File: config.mk
export PLATFORM = sky130hd
export DESIGN_NAME = mask_centroid_flat
export DESIGN_NICKNAME = d
export VERILOG_FILES = /design/src/hw/rtl/mc_pkg.sv /design/src/hw/rtl/mc_if.sv /design/src/hw/rtl/mc_divider.sv /design/src/hw/rtl/mask_centroid.sv /design/src/flat_wrapper.sv
export SDC_FILE = /design/constraint.sdc
export NUM_CORES = 1
export LEC_CHECK = 0
export BUFFER_PORTS_ARGS = -buffer_cell sky130_fd_sc_hd__buf_2
export CORE_ASPECT_RATIO = 0.8
export CORE_UTILIZATION = 55
export DETAILED_ROUTE_END_ITERATION = 7
export PLACE_DENSITY_LB_ADDON = 0.08
export SLEW_MARGIN = 20
export SYNTH_ARGS = -nofsm -noshare
export SYNTH_HDL_FRONTEND = slang
export SYNTH_SLANG_ARGS = --single-unit
File: constraint.sdc
create_clock -name clk -period 7.9 [get_ports clk]
set_input_delay 1.58 -clock clk [delete_from_list [all_inputs] [get_ports clk]]
set_output_delay 1.58 -clock clk [all_outputs]
set_load 0.03 [all_outputs]
File: src/hw/rtl/mc_pkg.sv
`default_nettype none

package mc_pkg;

    // Fixed field and store widths.
    localparam int CFG_W   = 11;
    localparam int PIX_W   = 8;
    localparam int OUT_W   = 18;
    localparam int XSUM_W  = 39;
    localparam int WSUM_W  = 28;
    localparam int APB_D_W = 32;
    localparam int ADDR_W  = 3;

    // Defaults for the top-level parameters.
    localparam int MAX_WIDTH_DEF     = 1024;
    localparam int MAX_HEIGHT_DEF    = 1024;
    localparam int FRACTION_BITS_DEF = 8;

    // Register reset values.
    localparam logic [CFG_W-1:0] FRAME_WIDTH_RST  = 11'd640;
    localparam logic [CFG_W-1:0] FRAME_HEIGHT_RST = 11'd480;

    typedef enum logic [0:0] {
        REG_FRAME_WIDTH  = 1'b0,
        REG_FRAME_HEIGHT = 1'b1
    } mc_reg_idx_t;

    typedef enum logic [2:0] {
        ST_IDLE,
        ST_START,
        ST_DIV_X,
        ST_DIV_Y,
        ST_DONE
    } mc_state_t;

    typedef struct packed {
        logic busy;
        logic done;
    } mc_div_status_t;

endpackage

`default_nettype wire

File: src/hw/rtl/mc_if.sv
`default_nettype none

interface mc_pixel_if;
    logic                     valid;
    logic                     ready;
    logic [mc_pkg::PIX_W-1:0] pixel_value;

    modport source (output valid, output pixel_value, input ready);
    modport sink   (input valid, input pixel_value, output ready);
endinterface

interface mc_result_if;
    logic                     valid;
    logic                     ready;
    logic [mc_pkg::OUT_W-1:0] centroid_x;
    logic [mc_pkg::OUT_W-1:0] centroid_y;
    logic                     empty_frame;

    modport source (output valid, output centroid_x, output centroid_y,
                    output empty_frame, input ready);
    modport sink   (input valid, input centroid_x, input centroid_y,
                    input empty_frame, output ready);
endinterface

`default_nettype wire

File: src/hw/rtl/mc_divider.sv
`default_nettype none

// Restoring divider, one quotient bit per cycle, with the quotient
// saturated to QUOT_W bits.
module mc_divider #(
    parameter int DIVIDEND_W = mc_pkg::XSUM_W + mc_pkg::FRACTION_BITS_DEF,
    parameter int DIVISOR_W  = mc_pkg::WSUM_W,
    parameter int QUOT_W     = mc_pkg::OUT_W
) (
    input  wire logic                   clk,
    input  wire logic                   rst_n,
    input  wire logic                   start,
    input  wire logic [DIVIDEND_W-1:0]  dividend,
    input  wire logic [DIVISOR_W-1:0]   divisor,
    output logic      [QUOT_W-1:0]      quotient,
    output mc_pkg::mc_div_status_t      status
);

    localparam int CNT_W = $clog2(DIVIDEND_W + 1);

    logic [DIVIDEND_W-1:0] dvd_reg, dvd_next;
    logic [DIVISOR_W-1:0]  divisor_reg, divisor_next;
    logic [DIVISOR_W-1:0]  rem_reg, rem_next;
    logic [QUOT_W-1:0]     quo_reg, quo_next;
    logic                  ovf_reg, ovf_next;
    logic [CNT_W-1:0]      cnt_reg, cnt_next;
    logic                  busy_reg, busy_next;
    logic                  done_reg, done_next;

    logic [DIVISOR_W:0]    trial;
    logic [DIVISOR_W:0]    diff;
    logic                  fits;

    assign trial = {rem_reg, dvd_reg[DIVIDEND_W-1]};
    assign diff  = trial - {1'b0, divisor_reg};
    assign fits  = (trial >= {1'b0, divisor_reg});

    always_comb
    begin
        dvd_next     = dvd_reg;
        divisor_next = divisor_reg;
        rem_next     = rem_reg;
        quo_next     = quo_reg;
        ovf_next     = ovf_reg;
        cnt_next     = cnt_reg;
        busy_next    = busy_reg;
        done_next    = 1'b0;
        if (start)
        begin
            dvd_next     = dividend;
            divisor_next = divisor;
            rem_next     = '0;
            quo_next     = '0;
            ovf_next     = 1'b0;
            cnt_next     = CNT_W'(DIVIDEND_W);
            busy_next    = 1'b1;
        end
        else if (busy_reg)
        begin
            dvd_next = dvd_reg << 1;
            rem_next = fits ? diff[DIVISOR_W-1:0] : trial[DIVISOR_W-1:0];
            // A bit pushed out of the top means the quotient is too large.
            ovf_next = ovf_reg | quo_reg[QUOT_W-1];
            quo_next = {quo_reg[QUOT_W-2:0], fits};
            cnt_next = cnt_reg - CNT_W'(1);
            if (cnt_reg == CNT_W'(1))
            begin
                busy_next = 1'b0;
                done_next = 1'b1;
            end
        end
    end

    always_ff @(posedge clk or negedge rst_n)
    begin
        if (!rst_n)
        begin
            cnt_reg  <= '0;
            busy_reg <= 1'b0;
            done_reg <= 1'b0;
        end
        else
        begin
            cnt_reg  <= cnt_next;
            busy_reg <= busy_next;
            done_reg <= done_next;
        end
    end

    always_ff @(posedge clk)
    begin
        dvd_reg     <= dvd_next;
        divisor_reg <= divisor_next;
        rem_reg     <= rem_next;
        quo_reg     <= quo_next;
        ovf_reg     <= ovf_next;
    end

    assign quotient    = ovf_reg ? {QUOT_W{1'b1}} : quo_reg;
    assign status.busy = busy_reg;
    assign status.done = done_reg;

    a_start_busy: assert property (@(posedge clk) disable iff (!rst_n)
        start |=> busy_reg)
        else $error("divider did not go busy after start");

    a_rem_below_divisor: assert property (@(posedge clk) disable iff (!rst_n)
        (busy_reg && $past(busy_reg)) |-> (rem_reg < divisor_reg))
        else $error("partial remainder not below divisor");

    a_done_after_busy: assert property (@(posedge clk) disable iff (!rst_n)
        done_reg |-> $past(busy_reg))
        else $error("division finished without running");

endmodule

`default_nettype wire

File: src/hw/rtl/mask_centroid.sv
// After the transaction that carries the last pixel of a frame, the sequencer has the divider
// work out the column and then the row quotient and registers both into the output slot.
// Throughput: one pixel per cycle within a frame; after the last pixel the block takes no pixel
// while the shared bit-serial divider works and until the result has gone into the output slot.
// Reset: rst_n is asynchronous and active low; it clears counters, sums and the output slot
// and sets the frame size to 640 by 480.
`default_nettype none

module mask_centroid #(
    parameter int MAX_WIDTH     = mc_pkg::MAX_WIDTH_DEF,
    parameter int MAX_HEIGHT    = mc_pkg::MAX_HEIGHT_DEF,
    parameter int FRACTION_BITS = mc_pkg::FRACTION_BITS_DEF
) (
    input  wire logic                        clk,
    input  wire logic                        rst_n,
    input  wire logic                        psel,
    input  wire logic                        penable,
    input  wire logic                        pwrite,
    input  wire logic [mc_pkg::ADDR_W-1:0]   paddr,
    input  wire logic [mc_pkg::APB_D_W-1:0]  pwdata,
    output logic      [mc_pkg::APB_D_W-1:0]  prdata,
    output logic                             pready,
    mc_pixel_if.sink                         pixel,
    mc_result_if.source                      result
);

    // Counter widths follow the largest frame; the size compare is done wide enough for
    // both the register and the clamped limit.
    localparam int CW    = $clog2(MAX_WIDTH);
    localparam int RW    = $clog2(MAX_HEIGHT);
    localparam int WW    = (CW + 1 > mc_pkg::CFG_W) ? CW + 1 : mc_pkg::CFG_W;
    localparam int HW    = (RW + 1 > mc_pkg::CFG_W) ? RW + 1 : mc_pkg::CFG_W;
    localparam int DVD_W = mc_pkg::XSUM_W + FRACTION_BITS;
    localparam int PROD_W = CW + mc_pkg::PIX_W;
    localparam int PRODY_W = RW + mc_pkg::PIX_W;

    // ------------------------------------------------------------------
    // Configuration registers. The register is chosen by address bit 2, so
    // the width sits at byte address 0 and the height at byte address 4.
    // ------------------------------------------------------------------
    logic [mc_pkg::CFG_W-1:0] frame_width_reg;
    logic [mc_pkg::CFG_W-1:0] frame_height_reg;
    logic                     cfg_write;

    assign pready    = 1'b1;
    assign cfg_write = psel && penable && pwrite;

    always_ff @(posedge clk or negedge rst_n)
    begin
        if (!rst_n)
        begin
            frame_width_reg  <= mc_pkg::FRAME_WIDTH_RST;
            frame_height_reg <= mc_pkg::FRAME_HEIGHT_RST;
        end
        else if (cfg_write)
        begin
            unique case (mc_pkg::mc_reg_idx_t'(paddr[2]))
                mc_pkg::REG_FRAME_WIDTH:  frame_width_reg  <= pwdata[mc_pkg::CFG_W-1:0];
                mc_pkg::REG_FRAME_HEIGHT: frame_height_reg <= pwdata[mc_pkg::CFG_W-1:0];
                default: ;
            endcase
        end
    end

    always_comb
    begin
        unique case (mc_pkg::mc_reg_idx_t'(paddr[2]))
            mc_pkg::REG_FRAME_WIDTH:
                prdata = mc_pkg::APB_D_W'(frame_width_reg);
            mc_pkg::REG_FRAME_HEIGHT:
                prdata = mc_pkg::APB_D_W'(frame_height_reg);
            default:
                prdata = '0;
        endcase
    end

    // A size of zero acts as one and a size beyond the maximum acts as the maximum.
    logic [WW-1:0] w_eff;
    logic [HW-1:0] h_eff;

    always_comb
    begin
        if (frame_width_reg == '0)
            w_eff = WW'(1);
        else if (WW'(frame_width_reg) > WW'(MAX_WIDTH))
            w_eff = WW'(MAX_WIDTH);
        else
            w_eff = WW'(frame_width_reg);

        if (frame_height_reg == '0)
            h_eff = HW'(1);
        else if (HW'(frame_height_reg) > HW'(MAX_HEIGHT))
            h_eff = HW'(MAX_HEIGHT);
        else
            h_eff = HW'(frame_height_reg);
    end

    // ------------------------------------------------------------------
    // Raster position and moment accumulators.
    // ------------------------------------------------------------------
    mc_pkg::mc_state_t state_reg, state_next;

    logic [CW-1:0]                 col_reg, col_next;
    logic [RW-1:0]                 row_reg, row_next;
    logic [mc_pkg::XSUM_W-1:0]     xsum_reg, xsum_next;
    logic [mc_pkg::XSUM_W-1:0]     ysum_reg, ysum_next;
    logic [mc_pkg::WSUM_W-1:0]     wsum_reg, wsum_next;

    logic                          pix_acc;
    logic                          col_last;
    logic                          row_last;
    logic                          frame_end;
    logic [PROD_W-1:0]             x_prod;
    logic [PRODY_W-1:0]            y_prod;

    // Control decoded from the state.
    logic                          div_start;
    logic                          div_sel_y;
    logic                          load_qx;
    logic                          load_out;

    assign pix_acc   = pixel.valid && pixel.ready;
    // The comparisons use "at or beyond" so that a size reduced mid-frame still ends the row.
    assign col_last  = (WW'(col_reg) >= (w_eff - WW'(1)));
    assign row_last  = (HW'(row_reg) >= (h_eff - HW'(1)));
    assign frame_end = col_last && row_last;
    assign x_prod    = PROD_W'(col_reg) * PROD_W'(pixel.pixel_value);
    assign y_prod    = PRODY_W'(row_reg) * PRODY_W'(pixel.pixel_value);

    always_comb
    begin
        col_next  = col_reg;
        row_next  = row_reg;
        xsum_next = xsum_reg;
        ysum_next = ysum_reg;
        wsum_next = wsum_reg;
        if (pix_acc)
        begin
            xsum_next = xsum_reg + mc_pkg::XSUM_W'(x_prod);
            ysum_next = ysum_reg + mc_pkg::XSUM_W'(y_prod);
            wsum_next = wsum_reg + mc_pkg::WSUM_W'(pixel.pixel_value);
            if (col_last)
            begin
                col_next = '0;
                row_next = row_last ? '0 : row_reg + RW'(1);
            end
            else
            begin
                col_next = col_reg + CW'(1);
            end
        end
        else if (load_out)
        begin
            // The sums of the finished frame have been used; start the next frame clean.
            xsum_next = '0;
            ysum_next = '0;
            wsum_next = '0;
        end
    end

    always_ff @(posedge clk or negedge rst_n)
    begin
        if (!rst_n)
        begin
            col_reg  <= '0;
            row_reg  <= '0;
            xsum_reg <= '0;
            ysum_reg <= '0;
            wsum_reg <= '0;
        end
        else
        begin
            col_reg  <= col_next;
            row_reg  <= row_next;
            xsum_reg <= xsum_next;
            ysum_reg <= ysum_next;
            wsum_reg <= wsum_next;
        end
    end

    // ------------------------------------------------------------------
    // Shared divider: the column quotient first, then the row quotient.
    // ------------------------------------------------------------------
    logic [DVD_W-1:0]           div_dividend;
    logic [mc_pkg::OUT_W-1:0]   div_quotient;
    mc_pkg::mc_div_status_t     div_stat;

    assign div_dividend = div_sel_y ? (DVD_W'(ysum_reg) << FRACTION_BITS)
                                    : (DVD_W'(xsum_reg) << FRACTION_BITS);

    mc_divider #(
        .DIVIDEND_W (DVD_W),
        .DIVISOR_W  (mc_pkg::WSUM_W),
        .QUOT_W     (mc_pkg::OUT_W)
    ) u_divider (
        .clk      (clk),
        .rst_n    (rst_n),
        .start    (div_start),
        .dividend (div_dividend),
        .divisor  (wsum_reg),
        .quotient (div_quotient),
        .status   (div_stat)
    );

    // ------------------------------------------------------------------
    // Sequencer. Pixels are taken only in the idle state. The result slot is
    // separate, so a new frame may start while the last result waits.
    // ------------------------------------------------------------------
    logic                      out_valid_reg, out_valid_next;
    logic [mc_pkg::OUT_W-1:0]  out_x_reg;
    logic [mc_pkg::OUT_W-1:0]  out_y_reg;
    logic                      out_empty_reg;
    logic [mc_pkg::OUT_W-1:0]  qx_reg;
    logic [mc_pkg::OUT_W-1:0]  qy_reg;
    logic                      slot_free;

    assign slot_free = !out_valid_reg || result.ready;

    always_comb
    begin
        state_next = state_reg;
        unique case (state_reg)
            mc_pkg::ST_IDLE:
                if (pix_acc && frame_end)
                    state_next = mc_pkg::ST_START;
            mc_pkg::ST_START:
                // An empty frame needs no division.
                state_next = (wsum_reg == '0) ? mc_pkg::ST_DONE : mc_pkg::ST_DIV_X;
            mc_pkg::ST_DIV_X:
                if (div_stat.done)
                    state_next = mc_pkg::ST_DIV_Y;
            mc_pkg::ST_DIV_Y:
                if (div_stat.done)
                    state_next = mc_pkg::ST_DONE;
            mc_pkg::ST_DONE:
                if (slot_free)
                    state_next = mc_pkg::ST_IDLE;
            default:
                state_next = mc_pkg::ST_IDLE;
        endcase
    end

    always_comb
    begin
        pixel.ready = 1'b0;
        div_start   = 1'b0;
        div_sel_y   = 1'b0;
        load_qx     = 1'b0;
        load_out    = 1'b0;
        unique case (state_reg)
            mc_pkg::ST_IDLE:
                pixel.ready = 1'b1;
            mc_pkg::ST_START:
                div_start = (wsum_reg != '0);
            mc_pkg::ST_DIV_X:
            begin
                div_sel_y = 1'b1;
                div_start = div_stat.done;
                load_qx   = div_stat.done;
            end
            mc_pkg::ST_DIV_Y:
                div_sel_y = 1'b1;
            mc_pkg::ST_DONE:
                load_out = slot_free;
            default: ;
        endcase
    end

    always_ff @(posedge clk or negedge rst_n)
    begin
        if (!rst_n)
        begin
            state_reg     <= mc_pkg::ST_IDLE;
            out_valid_reg <= 1'b0;
        end
        else
        begin
            state_reg     <= state_next;
            out_valid_reg <= out_valid_next;
        end
    end

    always_comb
    begin
        out_valid_next = out_valid_reg;
        if (load_out)
            out_valid_next = 1'b1;
        else if (result.ready)
            out_valid_next = 1'b0;
    end

    always_ff @(posedge clk)
    begin
        if (load_qx)
            qx_reg <= div_quotient;
        if ((state_reg == mc_pkg::ST_DIV_Y) && div_stat.done)
            qy_reg <= div_quotient;
        if (load_out)
        begin
            out_empty_reg <= (wsum_reg == '0);
            out_x_reg     <= (wsum_reg == '0) ? '0 : qx_reg;
            out_y_reg     <= (wsum_reg == '0) ? '0 : qy_reg;
        end
    end

    assign result.valid       = out_valid_reg;
    assign result.centroid_x  = out_x_reg;
    assign result.centroid_y  = out_y_reg;
    assign result.empty_frame = out_empty_reg;

    a_no_pixel_while_dividing: assert property (@(posedge clk) disable iff (!rst_n)
        pix_acc |-> !div_stat.busy)
        else $error("pixel taken while the divider is busy");

    a_frame_end_starts: assert property (@(posedge clk) disable iff (!rst_n)
        (pix_acc && frame_end) |=> (state_reg == mc_pkg::ST_START))
        else $error("frame end did not start the centroid sequence");

    a_empty_gives_zero: assert property (@(posedge clk) disable iff (!rst_n)
        (out_valid_reg && out_empty_reg) |-> (out_x_reg == '0 && out_y_reg == '0))
        else $error("empty frame with a nonzero centroid");

    a_sums_cleared: assert property (@(posedge clk) disable iff (!rst_n)
        load_out |=> (wsum_reg == '0 && xsum_reg == '0 && ysum_reg == '0))
        else $error("sums not cleared after a frame result");

endmodule

`default_nettype wire
File: src/flat_wrapper.sv
// flat-port wrapper written by rule: the top's interface ports become plain ports
module mask_centroid_flat 
#(
    parameter int MAX_WIDTH     = mc_pkg::MAX_WIDTH_DEF,
    parameter int MAX_HEIGHT    = mc_pkg::MAX_HEIGHT_DEF,
    parameter int FRACTION_BITS = mc_pkg::FRACTION_BITS_DEF
)
  (clk, rst_n, psel, penable, pwrite, paddr, pwdata, prdata, pready, pixel_valid, pixel_pixel_value, pixel_ready, result_valid, result_centroid_x, result_centroid_y, result_empty_frame, result_ready);
  mc_pixel_if pixel_i ();
  mc_result_if result_i ();
  input  wire logic clk;
  input  wire logic rst_n;
  input  wire logic psel;
  input  wire logic penable;
  input  wire logic pwrite;
  input  wire logic [mc_pkg::ADDR_W-1:0] paddr;
  input  wire logic [mc_pkg::APB_D_W-1:0] pwdata;
  output logic      [mc_pkg::APB_D_W-1:0] prdata;
  output logic pready;
  input wire logic [$bits(pixel_i.valid)-1:0] pixel_valid;
  input wire logic [$bits(pixel_i.pixel_value)-1:0] pixel_pixel_value;
  output wire logic [$bits(pixel_i.ready)-1:0] pixel_ready;
  output wire logic [$bits(result_i.valid)-1:0] result_valid;
  output wire logic [$bits(result_i.centroid_x)-1:0] result_centroid_x;
  output wire logic [$bits(result_i.centroid_y)-1:0] result_centroid_y;
  output wire logic [$bits(result_i.empty_frame)-1:0] result_empty_frame;
  input wire logic [$bits(result_i.ready)-1:0] result_ready;
  assign pixel_i.valid = pixel_valid;
  assign pixel_i.pixel_value = pixel_pixel_value;
  assign pixel_ready = pixel_i.ready;
  assign result_valid = result_i.valid;
  assign result_centroid_x = result_i.centroid_x;
  assign result_centroid_y = result_i.centroid_y;
  assign result_empty_frame = result_i.empty_frame;
  assign result_i.ready = result_ready;
  mask_centroid #(.MAX_WIDTH(MAX_WIDTH), .MAX_HEIGHT(MAX_HEIGHT), .FRACTION_BITS(FRACTION_BITS)) u_core (.clk(clk), .rst_n(rst_n), .psel(psel), .penable(penable), .pwrite(pwrite), .paddr(paddr), .pwdata(pwdata), .prdata(prdata), .pready(pready), .pixel(pixel_i), .result(result_i));
endmodule
After elaboration in Yosys (flattened, before gate mapping) --
Index checks and enable logic that the tools add are counted.
Cells by class: add/subtract/negate cells 9, $mul 2, div/mod/pow operators 0, order comparisons 5, equality and inequality tests 9, shift operators 0, muxes and demuxes 38, bitwise logic cells 2, reduce and logical (&&, ||, !) cells 21
Operator list (number):
- 47-bit two-way mux | 3
- 39-bit two-way mux | 3
- 28-bit two-way mux | 3
- 39-bit by 18-bit adder with 39-bit output | 2
- 32-bit case mux with 2 select lines | 1
- 11-bit two-way mux | 4
- 10-bit by 8-bit multiplier with 18-bit output | 2
- 29-bit by 28-bit greater-or-equal comparator with 1-bit output | 1
- 28-bit by 8-bit adder with 28-bit output | 1
- 28-bit logical NOT | 1
- 28-bit nonzero test | 1
- 28-bit subtractor | 1
- 10-bit by 11-bit greater-or-equal comparator with 1-bit output | 2
- 11-bit greater-than comparator, second input constant | 2
- 11-bit logical NOT | 2
- 11-bit by 1-bit subtractor with 11-bit output, second input constant | 2
- 10-bit by 1-bit adder with 10-bit output, second input constant | 2
- 10-bit two-way mux | 2
- 18-bit two-way mux | 1
- 3-bit two-way mux | 5
- 3-bit case mux with 5 select lines | 1
- 1-bit two-way mux | 12
- 6-bit two-way mux | 2
- 3-bit by 2-bit == test with 1-bit output, second input constant | 2
- other kinds (17) | 28
Storage, ports and cells: register bits after elaboration 355, latch bits 0, RAM bits 0, memory bits (read-only) 0, input port bits 50, logic and storage cells 108, memories 0

Longest topological paths before layout --
Gate-level depths: netlist of the first run.
depth in word-level cells 9, depth in mapped cells 21, depth with buffers taken out 18

Hierarchy --
From an unflattened synthesis of the first run, not the netlist that was laid out.
Second synthesis, totals: cells, all modules 2452, area total of the unflattened synthesis 24400.9 um^2
By module, submodules not included:
- mask_centroid | times used 1, cells an instance 1823, area each 17540.6 um^2
- mc_divider | times used 1, cells an instance 629, area each 6860.3 um^2

Least setup slack after synthesis of the first run --
Ideal clock, no wire load.
path type input to register, from input port pixel_pixel_value[7], to register u_core.xsum_reg[36] (netlist name), arrival time 6.057 ns, data required time 7.821 ns, slack 1.763 ns, cell stages on the path 18, buffers on the path 2, cells stage by stage clkbuf_1 nand2_1 fa_1 fa_1 inv_1 fa_1 inv_1 fa_1 inv_1 ha_1 o21ai_0 nor2b_1 or4_1 o2111ai_2 a311oi_2 buf_4 nor4b_2 mux2i_1
On the way: cells in the longest elaborated chain, start to end 3
RTL lines:
- start: declaration | line flat_wrapper.sv:21 | input wire logic [$bits(pixel_i.pixel_value)-1:0] pixel_pixel_value;
- 10-bit by 8-bit multiplier with 18-bit output | line mask_centroid.sv:127 | assign x_prod = PROD_W'(col_reg) * PROD_W'(pixel.pixel_value);
- 39-bit by 18-bit adder with 39-bit output | line mask_centroid.sv:139 | xsum_next = xsum_reg + mc_pkg::XSUM_W'(x_prod);
- 39-bit two-way mux | line mask_centroid.sv:137 | if (pix_acc)
- end signal: assignment | line mask_centroid.sv:175 | xsum_reg <= xsum_next;
- end: declaration | line mask_centroid.sv:105 | logic [mc_pkg::XSUM_W-1:0] xsum_reg, xsum_next;
No other way between the ends. A chain may end at the register's enable or synchronous reset.

Final worst setup path of the first run --
from input port pixel_pixel_value[1], to register u_core.xsum_reg[33] (netlist name)
The elaborated chain is that of the path after synthesis.

==> impl_metrics.tcl, run 1 <==
set metrics [dict create \
    status "completed" \
    synth_fa_ha_area_share_pct 18.6 \
    worstHoldPathType "flip-flop to flip-flop" \
    ys_warn_count 0 \
    clock_sinks 347 \
    final-max-slew-violation-count 0 \
    dp_slack_ns 0.749 \
    dp.cells 2985 \
    final_cell_mix "inv_1, nand2_1, o21ai_0, dfrtp_1, ha_1" \
    synthDistinctLibCells 88 \
    crit_path_max_incr_delay_ns 0.57 \
    finalCritPeriodShare_pct 83.5 \
    drv_cap 0 \
    cp-start-kind "input pin" \
    core-area_um2 42400 \
    nets 2800 \
    dr.pass1.iters 5 \
    die_h_um 189 \
    area_delta_synth_final_pct 7.97 \
    grt_max_degree 89 \
    vdd_drop_max_uv 596 \
    antenna_found_initial 1 \
    synth_xor_area_share_pct 2.19 \
    grtUsageTotal_pct 24.3 \
    synthFlopType "dfrtp_1" \
    cts_resized 0 \
    routed_wl_um 52600 \
    final_common_cell "inv_1" \
    synthSimpleGateAreaFrac_pct 15.4 \
    rsz0062_at_grt "no" \
    cts_tree "done" \
    cts_setup_buffers 0 \
    avgSynthCellArea_um2 9.75 \
    fin_crit_ns 6.60 \
    cp_data_required_time_ns 8.32 \
    clk_pin_slew_worst_paths_ns 0.06 \
    drt_iter0_drc 1164 \
    port_buffers 76 \
    synth_mux_area_share_pct 5.77 \
    first_global_vias 17400 \
    dieArea_um2 44400 \
    power.total_mw 7.86 \
    grt_first_pass_wirelength_um 88300 \
    cts_buffer_depth 3 \
    max_freq_mhz 152 \
    clk_latency_ns 0.57 \
    ys_seq_elements 347 \
    power_density_nw_per_um2 304 \
    grt_overflow 0 \
    final_area_um2 25900 \
    setup_viol 0 \
    synthArstFlopShare_pct 46.1 \
    wire_per_inst_um 17.2 \
    crit_chain "buf_2, nand2_1, fa_1, inv_1, fa_1, inv_1, fa_1, fa_1, inv_1, ha_1, o21ai_0, nor2_1, o311ai_1, buf_4, a21oi_2, a41oi_1, a211o_1, o311ai_0, o41ai_1" \
    tightest_slew_ns 0.966 \
    core.rowCount 67 \
    final_core_util_pct 61.0 \
    drc 0 \
    endpoint_kind "flip-flop" \
    drive_above_1_share_pct 9.88 \
    p_leak_nw 12.2 \
    crit_slowest_cell "a211o_1" \
    critical_path_class "input pin to flip-flop" \
    ys_seq_area_share_pct 38.2 \
    vias 17400 \
    num_io_pins 122 \
    synth_compound_area_share_pct 12.6 \
    start_util_pct 56.5 \
    cts_hold_buf 0 \
    mappedNetlistArea_um2 24000 \
    numCtsBuffers 37 \
    die_w_um 235 \
    final-seq-area_um2 9160 \
    vias_per_cell 5.71 \
    crit_arrival_ns 7.02 \
    critPathMaxFanout 22 \
    crit_top_cell "fa_1" \
    clock_skew_ns 0.0295 \
    layout_setup_ws_ns 1.30 \
    place_congestion 0.835 \
    fillers 3555 \
    place_area_um2 24600 \
    synth-edff-count 140 \
    slew-limit-headroom_pct 35.6 \
    multi_input_area_um2 13200 \
    whs_ns 0.482 \
    dpl.hpwl_um 36800 \
    synth_top_family_by_area "adder cells" \
    final_hold_viol_count 0 \
    final_antenna_net_count 0 \
    setup-tns-final_ns 0 \
    finalNonFillerCells 3054 \
    h-tree-depth 2 \
    syn_inst 2456 \
    clk_root_buffer_cell "clkbuf_16" \
]
-- worst max-delay path, delay by kind of cell --
family	cells	cell delay, ns
AO/OA/AOI/OAI	7	1.77
adder cells (fa/ha/maj)	5	2.46
buffers and inverters	5	0.75
AND/OR/NAND/NOR	2	0.42
-- routing by layer --
metal  routed length, µm  track usage, %  up-vias
li1                    -               -     8368
met1               25300            34.7     8619
met2               23900            39.0      368
met3                2290            3.16       77
met4                1050            6.79        0
met5                   0               0        -
-- logic make-up (layout without fill, tap and decap cells) --
| logic type | Yosys count | in the layout |
|---|---|---|
| xor gates and xnor gates | 60 | 60 |
| AOI/OAI and AO/OA | 467 | 467 |
| adders and majority gates | 278 | 278 |
| other | 2 | 23 |
| muxes | 134 | 134 |
| and+or+nand+nor | 739 | 739 |
| DFF | 347 | 347 |
| buffers and inverters | 429 | 454 |
-- final timing paths --
| check | start | to | slack, ns | cells past startpoint |
|---|---|---|---|---|
| worst max-delay path | pixel_pixel_value[1] | u_core.xsum_reg[33] | 1.30 | 19 |
| worst min-delay path | u_core.ysum_reg[16] | u_core.ysum_reg[16] | 0.48 | 2 |
| worst max register to register | u_core.col_reg[3] | u_core.xsum_reg[33] | 2.02 | 19 |
| worst min register to register | u_core.ysum_reg[16] | u_core.ysum_reg[16] | 0.48 | 2 |
| max in group asynchronous | rst_n | u_core.u_divider.busy_reg | 5.24 | 2 |
| min in group asynchronous | rst_n | u_core.xsum_reg[17] | 1.10 | 1 |
-- Yosys cell counts (32+ instances only) --
library cell	instances	area [µm²]
edfxtp_1	140	4200
ha_1	148	1850
inv_1	292	1100
o21ai_0	153	766
nand2_1	270	1010
clkbuf_1	97	364
nand3_1	48	240
fa_1	130	2600
a21o_1	34	255
nor2b_1	48	300
and2_1	99	619
mux2_2	33	372
dfxtp_1	47	941
nor2_1	113	424
a21oi_1	91	455
dfrtp_1	154	3850
mux2i_1	101	1010
xnor2_1	32	280
-- power breakdown --
part / internal [mW] / total (mW) / switching, mW
registers: 2.11 / 2.42 / 0.318
clock network: 0.975 / 1.73 / 0.758
logic: 1.60 / 3.70 / 2.10
-- layout make-up --
cell class	count	area share (%)
clock inverters	19	0.784
repair buffers	93	1.99
multi-input cells	1700	51.0
well taps	552	2.67
inverters	293	4.25
diodes	1	0.00968
clock buffers	49	3.87
flip-flops and latches	347	35.4
(Power assumes the default switching activity.)
==> run 2, diff against run 1 <==
==> constraint.sdc (replaced) <==
create_clock -name clk -period 6.6 [get_ports clk]
set_input_delay 1.32 -clock clk [delete_from_list [all_inputs] [get_ports clk]]
set_output_delay 1.32 -clock clk [all_outputs]
set_load 0.03 [all_outputs]
==> run 2 against run 1 <==
  * Worst hold slack barely moved
  * Final cell count rose by 0.52%
  * Global-route usage rose by 0.12 points
  * Largest cell class unchanged
  * Highest routed layer unchanged
==> impl_metrics.tcl, run 2 (synthesized netlist as in run 1, its figures left out) <==
set metrics [dict create \
    crit_slowest_cell "fa_1" \
    grt_first_pass_wirelength_um 88700 \
    status "completed" \
    clk_latency_ns 0.55 \
    r2r_slack_ns 1.07 \
    port_buffers 76 \
    wire_per_inst_um 17.1 \
    h-tree-depth 2 \
    cts_tree "done" \
    final_hold_viol_count 0 \
    max_freq_mhz 168 \
    gr-usage-met1_pct 35.3 \
    grtUsageTotal_pct 24.4 \
    dr.pass1.iters 5 \
    grt_overflow 0 \
    cts_hold_buf 0 \
    core-area_um2 42400 \
    final_cell_mix "inv_1, nand2_1, o21ai_0, dfrtp_1, ha_1" \
    area_delta_synth_final_pct 8.97 \
    numCtsBuffers 38 \
    num_io_pins 122 \
    crit_path_max_incr_delay_ns 0.55 \
    cts_setup_buffers 0 \
    rsz0062_at_grt "no" \
    clock_sinks 347 \
    routed_wl_um 52600 \
    clk_root_buffer_cell "clkbuf_16" \
    top_usage_layer "met2" \
    crit_arrival_ns 6.39 \
    die_h_um 189 \
    critPathLaunch "pixel_pixel_value[1]" \
    drc 0 \
    grt_max_degree 76 \
    regToRegStartpoint "u_core.col_reg[1]" \
    fin_crit_ns 5.96 \
    tightest_slew_ns 0.896 \
    die_w_um 235 \
    final-max-slew-violation-count 0 \
    drive_above_1_share_pct 10.7 \
    crit_top_cell "fa_1" \
    cp_num_cells 19 \
    antennaDiodeCount 0 \
    clock_skew_ns 0.0198 \
    first_global_vias 17300 \
    crit_chain "buf_2, nand2_1, fa_1, inv_1, fa_1, inv_1, fa_1, fa_1, inv_1, ha_1, o21ai_0, nor2_1, o311ai_1, a21oi_2, a41oi_1, a211o_1, buf_12, o311ai_0, o41ai_1" \
    whs_ns 0.482 \
    core.rowCount 67 \
    dieArea_um2 44400 \
    drt_iter0_drc 1225 \
    setup-tns-final_ns 0 \
    clk_pin_slew_worst_paths_ns 0.06 \
    drv_cap 0 \
    cts_buffer_depth 3 \
    power_density_nw_per_um2 367 \
    setup_viol 0 \
    met3_usage_pct 3.22 \
    endpoint_kind "flip-flop" \
    p_leak_nw 12.3 \
    fillers 3587 \
    crit_end "u_core.xsum_reg[33]" \
    start_util_pct 56.5 \
    cts_resized 0 \
    cp_top_family "adder cells" \
    critPathMaxFanout 18 \
    cp-start-kind "input pin" \
    worstHoldPathType "flip-flop to flip-flop" \
    place_congestion 0.873 \
    vdd_drop_max_uv 558 \
    antenna_found_initial 0 \
    final_common_cell "inv_1" \
    critPathBufInv 5 \
    cp_data_required_time_ns 7.03 \
    r2r.worst_path.cells 16 \
    dpl.hpwl_um 37500 \
    rr_endpoint "u_core.xsum_reg[33]" \
    vias 17400 \
    nets 2816 \
    final_antenna_net_count 0 \
    vias_per_cell 5.67 \
    critical_path_class "input pin to flip-flop" \
    slew-limit-headroom_pct 40.1 \
    finalCritPeriodShare_pct 90.3 \
    grt.met2_usage_pct 39.3 \
]
## run 2: changes by cell type in the layout (fill, tap and decap cells not counted), sizes merged
| cell | delta |
|---|---|
| clkbuf | +1 |
| clkinv | -1 |
| buf | +15 |
| diode | -1 |
| inv | +1 |
| clkinvlp | -1 |
| bufinv | +2 |
## run 2: worst register-to-register path: stages (launching register included)
cell and delay (ns):
dfrtp_1 0.57, and2_1 0.29, fa_1 0.51, fa_1 0.55, fa_1 0.56, inv_1 0.06, fa_1 0.56, inv_1 0.05
ha_1 0.22, or3_4 0.43, o311ai_1 0.47, a21oi_2 0.15, a41oi_1 0.39, a211o_1 0.25, buf_12 0.16, o311ai_0 0.13
o41ai_1 0.10
## run 2: metal layers
metal,up-vias,part of all wire [%]
met5,-,0
li1,8419,-
met4,0,1.5
met1,8541,48
met2,373,46
met3,66,4.7
## run 2: stage by stage
step | total power [mW] | instances | worst slack [ns] | util [%] | cell area [µm²]
2_1_floorplan | 6.35 | 2476 | 0.723 | - | 24000
3_5_place_dp | 7.36 | 3000 | 0.137 | 58.4 | 24800
3_3_place_gp | 7.21 | 3000 | 0.202 | 58.4 | 24800
4_1_cts | 9.65 | 3070 | 0.669 | 61.5 | 26100
6_report | 9.58 | 3070 | 0.643 | 61.5 | 26100
5_1_grt | 10.5 | 3070 | 0.353 | 61.5 | 26100
## run 2: cell type report
cell class	instances	area, µm²	share of cell area (%)
Inverter	293	1100	4.21
Tap cell	552	691	2.65
Multi-Input combinational cell	1700	13200	50.5
Sequential cell	347	9160	35.1
Clock inverter	20	253	0.968
Timing Repair Buffer	108	652	2.50
Clock buffer	50	1060	4.05
## run 2: worst min path at each step
stage	to	from	cells after the start	slack, ns
5_1_grt	u_core.xsum_reg[38]	u_core.xsum_reg[38]	1	0.49
4_1_cts	u_core.xsum_reg[38]	u_core.xsum_reg[38]	1	0.48
6_report	u_core.xsum_reg[38]	u_core.xsum_reg[38]	1	0.48
3_5_place_dp	u_core.xsum_reg[38]	u_core.xsum_reg[38]	1	0.47
2_1_floorplan	u_core.ysum_reg[38]	u_core.ysum_reg[38]	1	0.44
3_3_place_gp	u_core.xsum_reg[38]	u_core.xsum_reg[38]	1	0.46
## run 2: report_power, final
part	switching, mW	total [mW]	leakage (nW)	internal (mW)
logic	2.52	4.46	7.97	1.95
registers	0.371	2.89	3.72	2.52
clock network	0.922	2.23	0.649	1.31
